### src/hw/rtl/edf_pkg.sv
`default_nettype none

package edf_pkg;

   localparam int TASK_COUNT = 8;
   localparam int TASK_W     = $clog2(TASK_COUNT);
   localparam int TIME_WIDTH = 48;

   localparam int FUNC_W  = 1;
   localparam int DL_W    = 32;
   localparam int BUD_W   = 32;
   localparam int QUANT_W = 20;
   localparam int SHIFT_W = 3;
   localparam int THR_W   = BUD_W + (2 ** SHIFT_W);

   localparam int CSR_ADDR_W = 3;
   localparam int CSR_DATA_W = 32;

   localparam logic CSR_QUANTUM = 1'b0;
   localparam logic CSR_SLACK   = 1'b1;

   localparam logic [FUNC_W-1:0] FUNC_LOAD = 1'b0;
   localparam logic [FUNC_W-1:0] FUNC_TICK = 1'b1;

   localparam logic [QUANT_W-1:0] QUANTUM_RESET = 20'd10000;
   localparam logic [SHIFT_W-1:0] SLACK_RESET   = 3'd1;

   typedef struct packed {
      logic [QUANT_W-1:0] quantum;
      logic [SHIFT_W-1:0] slack_shift;
   } cfg_type;

   typedef struct packed {
      logic [DL_W-1:0]  rel_deadline;
      logic [BUD_W-1:0] budget;
   } task_entry_type;

   typedef struct packed {
      logic [TIME_WIDTH-1:0] deadline;
      logic [TIME_WIDTH-1:0] executed;
   } time_entry_type;

   localparam int TASK_ENTRY_W = $bits(task_entry_type);
   localparam int TIME_ENTRY_W = $bits(time_entry_type);

endpackage

`default_nettype wire

### src/hw/rtl/edf_ram.sv
`default_nettype none

module edf_ram #(
   parameter int WIDTH = 32,
   parameter int DEPTH = 8,
   localparam int AW = (DEPTH > 1) ? $clog2(DEPTH) : 1
) (
   input  wire logic             clock,
   input  wire logic             wr_en,
   input  wire logic [AW-1:0]    wr_addr,
   input  wire logic [WIDTH-1:0] wr_data,
   input  wire logic             rd_en,
   input  wire logic [AW-1:0]    rd_addr,
   output logic      [WIDTH-1:0] rd_data
);

   logic [WIDTH-1:0] mem_ff [DEPTH];
   logic [WIDTH-1:0] rd_data_ff;

   always_ff @(posedge clock) begin
      if (wr_en) begin
         mem_ff[wr_addr] <= wr_data;
      end
      if (rd_en) begin
         rd_data_ff <= mem_ff[rd_addr];
      end
   end

   assign rd_data = rd_data_ff;

endmodule

`default_nettype wire

### src/hw/rtl/edf_csr.sv
`default_nettype none

module edf_csr (
   input  wire logic                             clock,
   input  wire logic                             reset,
   input  wire logic                             psel,
   input  wire logic                             penable,
   input  wire logic                             pwrite,
   input  wire logic [edf_pkg::CSR_ADDR_W-1:0]   paddr,
   input  wire logic [edf_pkg::CSR_DATA_W-1:0]   pwdata,
   output logic      [edf_pkg::CSR_DATA_W-1:0]   prdata,
   output logic                                  pready,
   output edf_pkg::cfg_type                      cfg
);

   logic [edf_pkg::QUANT_W-1:0] quantum_ff;
   logic [edf_pkg::SHIFT_W-1:0] slack_ff;
   logic                        reg_sel;
   logic                        wr_en;

   assign reg_sel = paddr[edf_pkg::CSR_ADDR_W-1];
   assign wr_en   = psel && penable && pwrite;
   assign pready  = 1'b1;

   always_ff @(posedge clock) begin
      if (reset) begin
         quantum_ff <= edf_pkg::QUANTUM_RESET;
         slack_ff   <= edf_pkg::SLACK_RESET;
      end else if (wr_en) begin
         case (reg_sel)
            edf_pkg::CSR_QUANTUM: quantum_ff <= pwdata[edf_pkg::QUANT_W-1:0];
            edf_pkg::CSR_SLACK:   slack_ff   <= pwdata[edf_pkg::SHIFT_W-1:0];
            default: ;
         endcase
      end
   end

   always_comb begin
      case (reg_sel)
         edf_pkg::CSR_QUANTUM: prdata = edf_pkg::CSR_DATA_W'(quantum_ff);
         edf_pkg::CSR_SLACK:   prdata = edf_pkg::CSR_DATA_W'(slack_ff);
         default:              prdata = '0;
      endcase
   end

   assign cfg.quantum     = quantum_ff;
   assign cfg.slack_shift = slack_ff;

endmodule

`default_nettype wire

### src/hw/rtl/edf_engine.sv
`default_nettype none

module edf_engine (
   input  wire logic                             clock,
   input  wire logic                             reset,
   input  wire edf_pkg::cfg_type                 cfg,
   input  wire logic                             start,
   output logic                                  busy,
   input  wire logic [edf_pkg::FUNC_W-1:0]       req_func,
   input  wire logic [edf_pkg::TASK_W-1:0]       req_task_index,
   input  wire logic [edf_pkg::DL_W-1:0]         req_relative_deadline,
   input  wire logic [edf_pkg::BUD_W-1:0]        req_runtime_budget,
   input  wire logic [edf_pkg::TASK_COUNT-1:0]   req_alive_mask,
   input  wire logic [edf_pkg::TIME_WIDTH-1:0]   req_current_time,
   output logic                                  rsp_valid,
   output logic                                  rsp_task_valid,
   output logic      [edf_pkg::TASK_W-1:0]       rsp_selected_task,
   output logic                                  rsp_high_freq
);

   typedef enum logic [3:0] {
      ST_IDLE,
      ST_LD_RD,
      ST_LD_WR,
      ST_CH_RD,
      ST_CH_WR,
      ST_SCAN,
      ST_DRAIN,
      ST_SELECT,
      ST_HINT_RD,
      ST_HINT_ADD,
      ST_HINT_CMP
   } state_type;

   state_type state_ff;

   logic [edf_pkg::TASK_W-1:0]     idx_ff;
   logic [edf_pkg::DL_W-1:0]       rel_ff;
   logic [edf_pkg::BUD_W-1:0]      bud_ff;
   logic [edf_pkg::TASK_COUNT-1:0] alive_ff;
   logic [edf_pkg::TASK_COUNT-1:0] added_ff;
   logic                           resel_ff;
   logic [edf_pkg::TIME_WIDTH-1:0] now_ff;
   logic [edf_pkg::TASK_COUNT-1:0] last_alive_ff;
   logic [edf_pkg::TASK_W-1:0]     run_ff;
   logic                           run_valid_ff;
   logic [edf_pkg::TASK_COUNT-1:0] exec_valid_ff;
   logic [edf_pkg::TASK_W-1:0]     scan_idx_ff;
   logic                           pend_ff;
   logic [edf_pkg::TASK_W-1:0]     pend_idx_ff;
   logic                           found_ff;
   logic [edf_pkg::TIME_WIDTH-1:0] best_ff;
   logic [edf_pkg::TASK_W-1:0]     best_idx_ff;
   logic [edf_pkg::TASK_W-1:0]     rd_addr_ff;
   logic [edf_pkg::TIME_WIDTH:0]   lhs_ff;
   logic [edf_pkg::THR_W-1:0]      thr_ff;
   logic                           rsp_valid_ff;
   logic                           rsp_task_valid_ff;
   logic [edf_pkg::TASK_W-1:0]     rsp_task_ff;
   logic                           rsp_high_ff;

   logic                           rd_en;
   logic [edf_pkg::TASK_W-1:0]     rd_addr;
   logic                           task_wr_en;
   edf_pkg::task_entry_type        task_wr_data;
   edf_pkg::task_entry_type        task_rd;
   logic                           time_wr_en;
   logic [edf_pkg::TASK_W-1:0]     time_wr_addr;
   edf_pkg::time_entry_type        time_wr_data;
   edf_pkg::time_entry_type        time_rd;

   logic [edf_pkg::TIME_WIDTH-1:0] exec_rd;
   logic [edf_pkg::TIME_WIDTH-1:0] scan_dl;
   logic                           scan_take;
   logic                           scan_wr;
   logic [edf_pkg::TIME_WIDTH:0]   rhs;
   logic                           hint_high;
   logic [edf_pkg::TASK_COUNT-1:0] tick_added;
   logic                           tick_resel;

   edf_ram #(
      .WIDTH (edf_pkg::TASK_ENTRY_W),
      .DEPTH (edf_pkg::TASK_COUNT)
   ) u_task_ram (
      .clock   (clock),
      .wr_en   (task_wr_en),
      .wr_addr (idx_ff),
      .wr_data (task_wr_data),
      .rd_en   (rd_en),
      .rd_addr (rd_addr),
      .rd_data (task_rd)
   );

   edf_ram #(
      .WIDTH (edf_pkg::TIME_ENTRY_W),
      .DEPTH (edf_pkg::TASK_COUNT)
   ) u_time_ram (
      .clock   (clock),
      .wr_en   (time_wr_en),
      .wr_addr (time_wr_addr),
      .wr_data (time_wr_data),
      .rd_en   (rd_en),
      .rd_addr (rd_addr),
      .rd_data (time_rd)
   );

   // An executed time that was never written reads as zero.
   assign exec_rd   = exec_valid_ff[rd_addr_ff] ? time_rd.executed : '0;
   assign scan_dl   = added_ff[pend_idx_ff]
                    ? now_ff + edf_pkg::TIME_WIDTH'(task_rd.rel_deadline)
                    : time_rd.deadline;
   assign scan_take = pend_ff && alive_ff[pend_idx_ff] && (!found_ff || (scan_dl < best_ff));
   assign scan_wr   = pend_ff && added_ff[pend_idx_ff];
   assign rhs       = {1'b0, now_ff} + (edf_pkg::TIME_WIDTH + 1)'(thr_ff);
   assign hint_high = !(lhs_ff > rhs);

   assign tick_added = req_alive_mask & ~last_alive_ff;
   assign tick_resel = (tick_added != '0) || !run_valid_ff || !req_alive_mask[run_ff];

   assign task_wr_data.rel_deadline = rel_ff;
   assign task_wr_data.budget       = bud_ff;

   always_comb begin
      rd_en        = 1'b0;
      rd_addr      = run_ff;
      task_wr_en   = 1'b0;
      time_wr_en   = 1'b0;
      time_wr_addr = run_ff;
      time_wr_data.deadline = time_rd.deadline;
      time_wr_data.executed = exec_rd + edf_pkg::TIME_WIDTH'(cfg.quantum);
      case (state_ff)
         ST_LD_RD: begin
            rd_en      = 1'b1;
            rd_addr    = idx_ff;
            task_wr_en = 1'b1;
         end
         ST_LD_WR: begin
            time_wr_en            = 1'b1;
            time_wr_addr          = idx_ff;
            time_wr_data.deadline = edf_pkg::TIME_WIDTH'(rel_ff);
            time_wr_data.executed = exec_rd;
         end
         ST_CH_RD: begin
            rd_en = 1'b1;
         end
         ST_CH_WR: begin
            time_wr_en = 1'b1;
         end
         ST_SCAN, ST_DRAIN: begin
            rd_en                 = (state_ff == ST_SCAN);
            rd_addr               = scan_idx_ff;
            time_wr_en            = scan_wr;
            time_wr_addr          = pend_idx_ff;
            time_wr_data.deadline = scan_dl;
            time_wr_data.executed = '0;
         end
         ST_HINT_RD: begin
            rd_en = 1'b1;
         end
         default: ;
      endcase
   end

   always_ff @(posedge clock) begin
      if (reset) begin
         state_ff      <= ST_IDLE;
         last_alive_ff <= edf_pkg::TASK_COUNT'(1);
         run_ff        <= '0;
         run_valid_ff  <= 1'b1;
         exec_valid_ff <= '0;
         pend_ff       <= 1'b0;
         rsp_valid_ff  <= 1'b0;
      end else begin
         rsp_valid_ff <= 1'b0;
         rd_addr_ff   <= rd_addr;
         if (time_wr_en) begin
            exec_valid_ff[time_wr_addr] <= 1'b1;
         end
         case (state_ff)
            ST_IDLE: begin
               if (start) begin
                  idx_ff <= req_task_index;
                  rel_ff <= req_relative_deadline;
                  bud_ff <= req_runtime_budget;
                  if (req_func == edf_pkg::FUNC_LOAD) begin
                     state_ff <= ST_LD_RD;
                  end else begin
                     alive_ff      <= req_alive_mask;
                     added_ff      <= tick_added;
                     resel_ff      <= tick_resel;
                     now_ff        <= req_current_time;
                     last_alive_ff <= req_alive_mask;
                     found_ff      <= 1'b0;
                     best_idx_ff   <= '0;
                     scan_idx_ff   <= '0;
                     state_ff      <= run_valid_ff ? ST_CH_RD : ST_SCAN;
                  end
               end
            end
            ST_LD_RD: state_ff <= ST_LD_WR;
            ST_LD_WR: state_ff <= ST_IDLE;
            ST_CH_RD: state_ff <= ST_CH_WR;
            ST_CH_WR: state_ff <= resel_ff ? ST_SCAN : ST_HINT_RD;
            ST_SCAN: begin
               pend_ff     <= 1'b1;
               pend_idx_ff <= scan_idx_ff;
               scan_idx_ff <= scan_idx_ff + 1'b1;
               if (scan_take) begin
                  found_ff    <= 1'b1;
                  best_ff     <= scan_dl;
                  best_idx_ff <= pend_idx_ff;
               end
               if (scan_idx_ff == edf_pkg::TASK_W'(edf_pkg::TASK_COUNT - 1)) begin
                  state_ff <= ST_DRAIN;
               end
            end
            ST_DRAIN: begin
               pend_ff <= 1'b0;
               if (scan_take) begin
                  found_ff    <= 1'b1;
                  best_ff     <= scan_dl;
                  best_idx_ff <= pend_idx_ff;
               end
               state_ff <= ST_SELECT;
            end
            ST_SELECT: begin
               run_ff       <= best_idx_ff;
               run_valid_ff <= found_ff;
               if (found_ff) begin
                  state_ff <= ST_HINT_RD;
               end else begin
                  rsp_valid_ff      <= 1'b1;
                  rsp_task_valid_ff <= 1'b0;
                  rsp_task_ff       <= '0;
                  rsp_high_ff       <= 1'b0;
                  state_ff          <= ST_IDLE;
               end
            end
            ST_HINT_RD: state_ff <= ST_HINT_ADD;
            ST_HINT_ADD: begin
               lhs_ff   <= {1'b0, time_rd.deadline} + {1'b0, exec_rd};
               thr_ff   <= edf_pkg::THR_W'(task_rd.budget)
                         + (edf_pkg::THR_W'(task_rd.budget) << cfg.slack_shift);
               state_ff <= ST_HINT_CMP;
            end
            ST_HINT_CMP: begin
               rsp_valid_ff      <= 1'b1;
               rsp_task_valid_ff <= 1'b1;
               rsp_task_ff       <= run_ff;
               rsp_high_ff       <= hint_high;
               state_ff          <= ST_IDLE;
            end
            default: state_ff <= ST_IDLE;
         endcase
      end
   end

   assign busy              = (state_ff != ST_IDLE);
   assign rsp_valid         = rsp_valid_ff;
   assign rsp_task_valid    = rsp_task_valid_ff;
   assign rsp_selected_task = rsp_task_ff;
   assign rsp_high_freq     = rsp_high_ff;

endmodule

`default_nettype wire

### src/hw/rtl/edf_scheduler_with_dvfs.sv
`default_nettype none

// Channel    Handshake               Payload
// request    start, busy             req_func, req_task_index, req_relative_deadline,
//                                    req_runtime_budget, req_alive_mask, req_current_time
// response   rsp_valid (one cycle)   rsp_task_valid, rsp_selected_task, rsp_high_freq
// config     psel, penable, pwrite   paddr, pwdata, prdata, pready (always high)
//
// A load writes the task memory, then the time memory, before the next request is accepted.
// A tick charges the running task, if any, with a read and write on the time memory;
// when a new pick is needed it scans all deadlines through the memory read port, one
// task per cycle, then drains and selects; if a task runs, three hint steps follow.
// Reset is synchronous; after it every executed time reads as zero and task zero runs.
// The response is shown for one cycle and cannot be stalled.

module edf_scheduler_with_dvfs (
   input  wire logic                             clock,
   input  wire logic                             reset,
   input  wire logic                             start,
   output logic                                  busy,
   input  wire logic [edf_pkg::FUNC_W-1:0]       req_func,
   input  wire logic [edf_pkg::TASK_W-1:0]       req_task_index,
   input  wire logic [edf_pkg::DL_W-1:0]         req_relative_deadline,
   input  wire logic [edf_pkg::BUD_W-1:0]        req_runtime_budget,
   input  wire logic [edf_pkg::TASK_COUNT-1:0]   req_alive_mask,
   input  wire logic [edf_pkg::TIME_WIDTH-1:0]   req_current_time,
   output logic                                  rsp_valid,
   output logic                                  rsp_task_valid,
   output logic      [edf_pkg::TASK_W-1:0]       rsp_selected_task,
   output logic                                  rsp_high_freq,
   input  wire logic                             psel,
   input  wire logic                             penable,
   input  wire logic                             pwrite,
   input  wire logic [edf_pkg::CSR_ADDR_W-1:0]   paddr,
   input  wire logic [edf_pkg::CSR_DATA_W-1:0]   pwdata,
   output logic      [edf_pkg::CSR_DATA_W-1:0]   prdata,
   output logic                                  pready
);

   edf_pkg::cfg_type cfg;

   edf_csr u_csr (
      .clock   (clock),
      .reset   (reset),
      .psel    (psel),
      .penable (penable),
      .pwrite  (pwrite),
      .paddr   (paddr),
      .pwdata  (pwdata),
      .prdata  (prdata),
      .pready  (pready),
      .cfg     (cfg)
   );

   edf_engine u_engine (
      .clock                 (clock),
      .reset                 (reset),
      .cfg                   (cfg),
      .start                 (start),
      .busy                  (busy),
      .req_func              (req_func),
      .req_task_index        (req_task_index),
      .req_relative_deadline (req_relative_deadline),
      .req_runtime_budget    (req_runtime_budget),
      .req_alive_mask        (req_alive_mask),
      .req_current_time      (req_current_time),
      .rsp_valid             (rsp_valid),
      .rsp_task_valid        (rsp_task_valid),
      .rsp_selected_task     (rsp_selected_task),
      .rsp_high_freq         (rsp_high_freq)
   );

endmodule

`default_nettype wire

### config.mk
export PLATFORM = sky130hd
export DESIGN_NAME = edf_scheduler_with_dvfs
export DESIGN_NICKNAME = d
export VERILOG_FILES = /design/src/hw/rtl/edf_pkg.sv /design/src/hw/rtl/edf_ram.sv /design/src/hw/rtl/edf_csr.sv /design/src/hw/rtl/edf_engine.sv /design/src/hw/rtl/edf_scheduler_with_dvfs.sv
export SDC_FILE = /design/constraint.sdc
export NUM_CORES = 2
export LEC_CHECK = 0
export ABC_CLOCK_PERIOD_IN_PS = 17750
export BUFFER_PORTS_ARGS = -buffer_cell sky130_fd_sc_hd__buf_4
export CAP_MARGIN = 30
export CELL_PAD_IN_SITES_DETAIL_PLACEMENT = 0
export CELL_PAD_IN_SITES_GLOBAL_PLACEMENT = 1
export CORE_MARGIN = 5
export CORE_UTILIZATION = 27
export DETAILED_ROUTE_END_ITERATION = 16
export PLACE_DENSITY = 0.48
export REMOVE_ABC_BUFFERS = 1
export SLEW_MARGIN = 20
export SYNTH_ARGS = -nofsm -noshare
export SYNTH_HDL_FRONTEND = slang
export SYNTH_SLANG_ARGS = --single-unit
### constraint.sdc
create_clock -name clock -period 17.75 [get_ports clock]
set_input_delay 5.325 -clock clock [delete_from_list [all_inputs] [get_ports clock]]
set_output_delay 5.325 -clock clock [all_outputs]
set_load 0.02 [all_outputs]
# After elaboration in Yosys (flattened, before gate mapping)
# Memories as Yosys holds them, arrays and structs flattened. A register that Yosys moved wholly into a read port is not among the register bits.
# Index checks and enable logic that the tools add are counted.
[classes]
addsub = 6
order_cmp = 7
n_eq_ne = 16
shift = 1
mux = 47
n_bitwise = 5
n_reduce_logical = 35
[ops]
columns = ["operator", "count"]
rows = [
  ["$pmux W96 S2", 1],
  ["$mux W48", 2],
  ["$pmux W32 S2", 1],
  ["$add A48 B40 Y49", 1],
  ["$add A48 B48 Y49", 1],
  ["$gt A49 B49 Y1", 1],
  ["$add A48 B20 Y48", 1],
  ["$add A48 B32 Y48", 1],
  ["$lt A48 B48 Y1", 1],
  ["$add A32 B40 Y40", 1],
  ["$shl A32 B3 Y40", 1],
  ["$pmux W4 S9", 1],
  ["$pmux W3 S2", 5],
  ["$mux W4", 5],
  ["$eq A4 B3 Y1 const B", 4],
  ["$lt A3 B4 Y1 const B", 4],
  ["$mux W1", 15],
  ["$mux W3", 5],
  ["$pmux W1 S2", 7],
  ["$bmux W1 S3", 4],
  ["$eq A4 B4 Y1 const B", 3],
  ["$reduce_and A3 Y1", 4],
  ["$reduce_and A2 Y1", 5],
  ["$and A8 B8 Y8", 1],
  ["22 further kinds", 42],
]
[word_totals]
regBits = 336
ramBits = 1280
out_inout_bits = 40
wordCells = 146
mem_count = 2
[mem_list]
columns = ["name", "words", "width", "read_ports", "rd_clocked_by_memory_dff", "write_ports", "line_no", "rtl"]
rows = [
  ["u_engine.u_time_ram.mem_ff", 8, 96, 1, 1, 1, "edf_ram.sv:17", "logic [WIDTH-1:0] mem_ff [DEPTH];"],
  ["u_engine.u_task_ram.mem_ff", 8, 64, 1, 1, 1, "edf_ram.sv:17", ""],
]

# Depth between registers and ports, before layout
[depth]
ltp_word = 8
mapped_depth = 24
mapped_depth_nobuf = 24

# By module
# From an unflattened synthesis, not the netlist that was laid out.
[hier_totals]
hier_cells = 4946
hier_area_um2 = 80140.6
[by_module_without_submodules]
columns = ["mod", "n_inst", "cells_per_inst", "area_each_um2"]
rows = [
  ["edf_ram at u_engine.u_time_ram", 1, 1219, 31766.7],
  ["edf_engine", 1, 2775, 25937.4],
  ["edf_ram at u_engine.u_task_ram", 1, 816, 21187.8],
  ["edf_csr", 1, 136, 1248.7],
]

# Worst setup path after synthesis
# No wires, ideal clock.
[synth_path]
path_kind = "register -> register"
start = "register u_engine.state_ff[1]"
end = "register u_engine.u_task_ram.rd_data_ff[0], in the netlist u_engine.u_task_ram.rd_data[0] (read register of u_engine.u_task_ram.mem_ff), enable pin"
setup_ps = 901
arrival_ps = 11944
setup_slack_ps = 4905
path_stages_with_launch = 5
n_path_buf = 1
period_less_slack_ps = 12845
cell_sequence = "dfxtp_1 > clkbuf_1 > nor2_1 > nand2_1 > o21ai_0"
[synth_via]
elab_chain_len = 3
word_cells_on_any_way = 9
cone_classes = "eq/ne: 5; mux: 2; reduce/logical: 2"
[synth_lines]
columns = ["element", "line_no", "rtl"]
rows = [
  ["start: declaration", "edf_engine.sv:35", "state_type state_ff;"],
  ["start signal: assignment", "edf_engine.sv:196", "state_ff <= run_valid_ff ? ST_CH_RD : ST_SCAN;"],
  ["start signal: assignment", "edf_engine.sv:203", "ST_CH_WR: state_ff <= resel_ff ? ST_SCAN : ST_HINT_RD;"],
  ["$eq A4 B1 Y1 (tied with other cells)", "edf_engine.sv:131", "case (state_ff)"],
  ["$reduce_or A3 Y1 (no source line) or $reduce_or A2 Y1 (tied branches)", "-", ""],
  ["$pmux W1 S2 *", "edf_engine.sv:131", ""],
  ["via u_engine.rd_en", "edf_engine.sv:62", "logic rd_en;"],
  ["end: declaration", "edf_ram.sv:18", "logic [WIDTH-1:0] rd_data_ff;"],
]
# Mark *: on every way through the listed nets, which the timed path passes. The rest lies on a longest branch.
# A chain may end at the register's enable or synchronous reset.

# Worst setup path after layout
[layout_path]
start = "input paddr[2] (netlist name)"
end = "output prdata[2] (netlist name)"
[layout_via]
elab_chain_len = 2
[layout_lines]
columns = ["element", "line_no", "rtl"]
rows = [
  ["start: declaration", "edf_scheduler_with_dvfs.sv:34", "input wire logic [edf_pkg::CSR_ADDR_W-1:0] paddr,"],
  ["$not A1 Y1 (no source line)", "-", ""],
  ["$pmux W32 S2 *", "edf_csr.sv:39", "case (reg_sel)"],
  ["end: declaration", "edf_scheduler_with_dvfs.sv:36", "output logic [edf_pkg::CSR_DATA_W-1:0] prdata,"],
]
# Every way passes the cells marked *; elsewhere a longest branch is shown, timed or not. The select of a mux whose other input is x is not followed.

==> flow_summary.ini <==
[timing]
hold_viol = 0
clock_skew_ns = 0.0907
setup_viol = 0
rsz0062_at_grt = false
worst_pin_slew_ns = 1.04
relSlewSlack_pct = 30.2
whs_ns = 0.462
tns_ns = 0
fin_crit_sh_pct = 64.4
min_period_ns = 11.43
max_freq_ghz = 0.0875
finalMaxSlewViolations = 0
setup_ws_ns = 6.32

[worst_setup_path]
critical_path.top_delay_family = buffers and inverters
reg2reg_setup_slack_ns = 9.35
cpPeakStageDelay_ns = 0.38
cp-start-kind = primary input
cp_slowest_cell = mux2_2
critPathCaptureType = primary output
r2r_start = u_engine.now_ff[1]$_DFFE_PP_
critPathKind = in2out
path_max_fanout = 24
path_cells = buf_4, mux2_2, buf_4
worstReg2RegEnd = u_engine.best_idx_ff[0]$_SDFFCE_PP0P_
cp_common_cell = buf_4
path_buf_inv = 2
reg2reg_depth = 24
arrival_ns = 6.11
required_ns = 12.42

[global_route]
grt_start_max_net_pins = 154
first_global_vias = 52000
antenna_found_initial = 18
overflow = 0
grt_usage_pct = 16.1
grt_first_pass_wirelength_um = 372000

[hold_path]
whs_path_depth = 1
worstHoldStart = u_engine.exec_valid_ff[0]$_SDFFE_PP0P_
worst_hold_path_type = reg2reg
hold_path_end = u_engine.exec_valid_ff[0]$_SDFFE_PP0P_

[clock_tree]
cts_root_buf = clkbuf_16
cts_tree = yes
numClockSinks = 1776
cts_resized = 0
cts-buffers-inserted = 205
post_cts_buffers = 0
clk_pin_slew_ns = 0.06
cts.path.max_buffers = 4
ctsHtreeMaxLevel = 4
cts_hold_buf = 0
clock_latency_ns = 0.88

[die]
dieArea_um2 = 311000
die_w_um = 557
num_rows = 201
core-area_um2 = 299000
start_util_pct = 27.1
fp.dieH_um = 557
pin_count = 205

[drt]
via_per_inst = 4.80
drc = 0
vias = 53600
wire_per_inst_um = 23.0
drtAntennaViolNets = 0
dr.pass1.iters = 5
drt_wl_total_um = 257000
drtIter0Drc = 4348

[logic_synthesis]
synthArstFlopShare_pct = 0
netlist_top_cells_area = edfxtp_1 (64%), nand2_1 (7.7%), nand3_1 (5.4%)
synth_edf_count = 1727
ys_types = 81
synth_top_area_share_pct = 64.1
yosysSeqAreaShare_pct = 65.3
ys_top_cells_by_count = edfxtp_1 (1,727), nand2_1 (1,664), nand3_1 (869)
syn-instance-count = 6899
synth_flop_cell = edfxtp_1
yosysMostFrequentCell = edfxtp_1
syn_area_um2 = 80900
yosysWarnings = 0
synth_area_leader_cell = edfxtp_1
synth-seq-cells = 1776
syn_avg_cell_area_um2 = 11.7

[flow_run]
max_cap_viol_count = 0

[power_and_ir_drop]
leakage_nw = 33.9
ir_worst_vdd_mv = 0.0788
p_per_area_nw_per_um2 = 110

[placed_design]
pre_cts_ws_ns = 6.27
portBuffers = 177
gp_congestion = 0.817
placed_cell_area_um2 = 87000
dpl.hpwl_um = 159000

[cells_and_area]
syn_to_final_growth_pct = 15.7
nets = 7496
finish.instance_area_um2 = 93600
drive_gt1_share_pct = 9.55

[outcome]
status = finished clean
stage by stage:
stage          total power [mW]  instances  utilization (%)
5_1_grt                    10.8      11200             31.3
2_1_floorplan              5.95       6552                -
4_1_cts                    10.5      11200             31.2
3_3_place_gp               6.25      10800             29.0
6_report                   10.3      11200             31.3
3_5_place_dp               6.26      10800             29.1
how the worst max path moves through the flow:
| stage | slack [ns] | end | startpoint | depth (start not counted) |
|---|---|---|---|---|
| final | 6.32 | prdata[2] | paddr[2] | 3 |
| after global routing | 6.27 | prdata[2] | paddr[2] | 3 |
| after CTS | 6.27 | prdata[19] | paddr[2] | 3 |
| after detailed placement | 6.27 | prdata[19] | paddr[2] | 3 |
| after global placement | 6.27 | prdata[19] | paddr[2] | 3 |
| after floorplan | -104.73 | u_engine.u_task_ram.rd_data[0]$_DFFE_PP_ | u_engine.state_ff[0]$_SDFFE_PP0P_ | 10 |
sequential cells by signal, indices dropped and copies added (netlist names), 4 cells and up:
signal	flops
u_engine.added_ff	8
u_engine.alive_ff	8
u_csr.quantum_ff	20
u_engine.u_task_ram.rd_data	64
u_engine.best_ff	48
u_engine.lhs_ff	49
u_engine.u_task_ram.mem_ff	512
u_engine.rel_ff	32
u_engine.u_time_ram.rd_data	96
u_engine.state_ff	4
u_engine.thr_ff	40
u_engine.exec_valid_ff	8
u_engine.now_ff	48
u_engine.bud_ff	32
u_engine.u_time_ram.mem_ff	768
u_engine.last_alive_ff	8
placed cells by master (no fill, tap or decap), types with 37 or more instances in the layout:
master,instances
inv_1,115
nand3_1,869
nor2b_1,64
buf_4,269
and3_1,39
nand4_1,40
nor3_1,48
clkbuf_16,206
o21ai_0,333
clkbuf_1,41
nand2b_1,39
and2_1,55
a21oi_1,227
a21o_1,142
edfxtp_1,1727
xor2_1,77
nand2_1,1662
mux2i_1,37
ha_1,270
xnor2_1,116
nor2_1,203
dfxtp_1,46
power by group:
part / total (mW) / switching (mW) / internal [mW]
combinational: 1.23 / 0.836 / 0.396
sequential: 4.93 / 0.102 / 4.82
clock: 4.14 / 1.73 / 2.42
total: 10.3 / 2.66 / 7.64
layout make-up:
| cell class | instances | area, µm² |
|---|---|---|
| fillers | 30200 | 205000 |
| diodes | 8 | 20.0 |
| flip-flops and latches | 1776 | 52800 |
| well taps | 3958 | 4950 |
| multi-input cells | 4657 | 26400 |
| repair buffers | 297 | 2420 |
| inverters | 119 | 462 |
| clock inverters | 103 | 1060 |
| clock buffers | 252 | 5380 |
worst register-to-register path, cell delays in order (launching register included):
cell	delay (ns)
edfxtp_1	0.50
ha_1	0.32
a21o_1	0.16
a21oi_1	0.28
o21ai_0	0.20
a21oi_1	0.57
a21oi_1	0.43
nor4_1	0.88
nor4b_2	0.14
buf_4	0.22
o311ai_0	0.48
xor2_1	0.30
a21oi_1	0.14
ha_1	0.32
a21o_1	0.17
a21o_1	0.17
a21o_1	0.18
a21o_1	0.17
a21o_1	0.16
a21oi_1	0.19
o21ai_0	0.24
a21oi_1	0.65
o21a_2	0.25
buf_4	0.65
or2_2	0.34
cells by family after synthesis:
logic type | share of synthesized area (%)
other cells | 0.00928
mux | 1.71
fa+ha+maj | 4.30
buf+inv | 2.28
flops | 65.3
simple gates | 16.9
compound gates | 7.39
xor+xnor | 2.09
routing by layer:
metal | part of all wire, % | up-vias | global-route usage [%]
li1 | - | 25400 | -
met1 | 49 | 26700 | 23.8
met2 | 45 | 1204 | 25.2
met3 | 4.6 | 284 | 2.25
met4 | 2.0 | 0 | 3.41
met5 | 0 | - | 0
(Power assumes the default switching activity.)
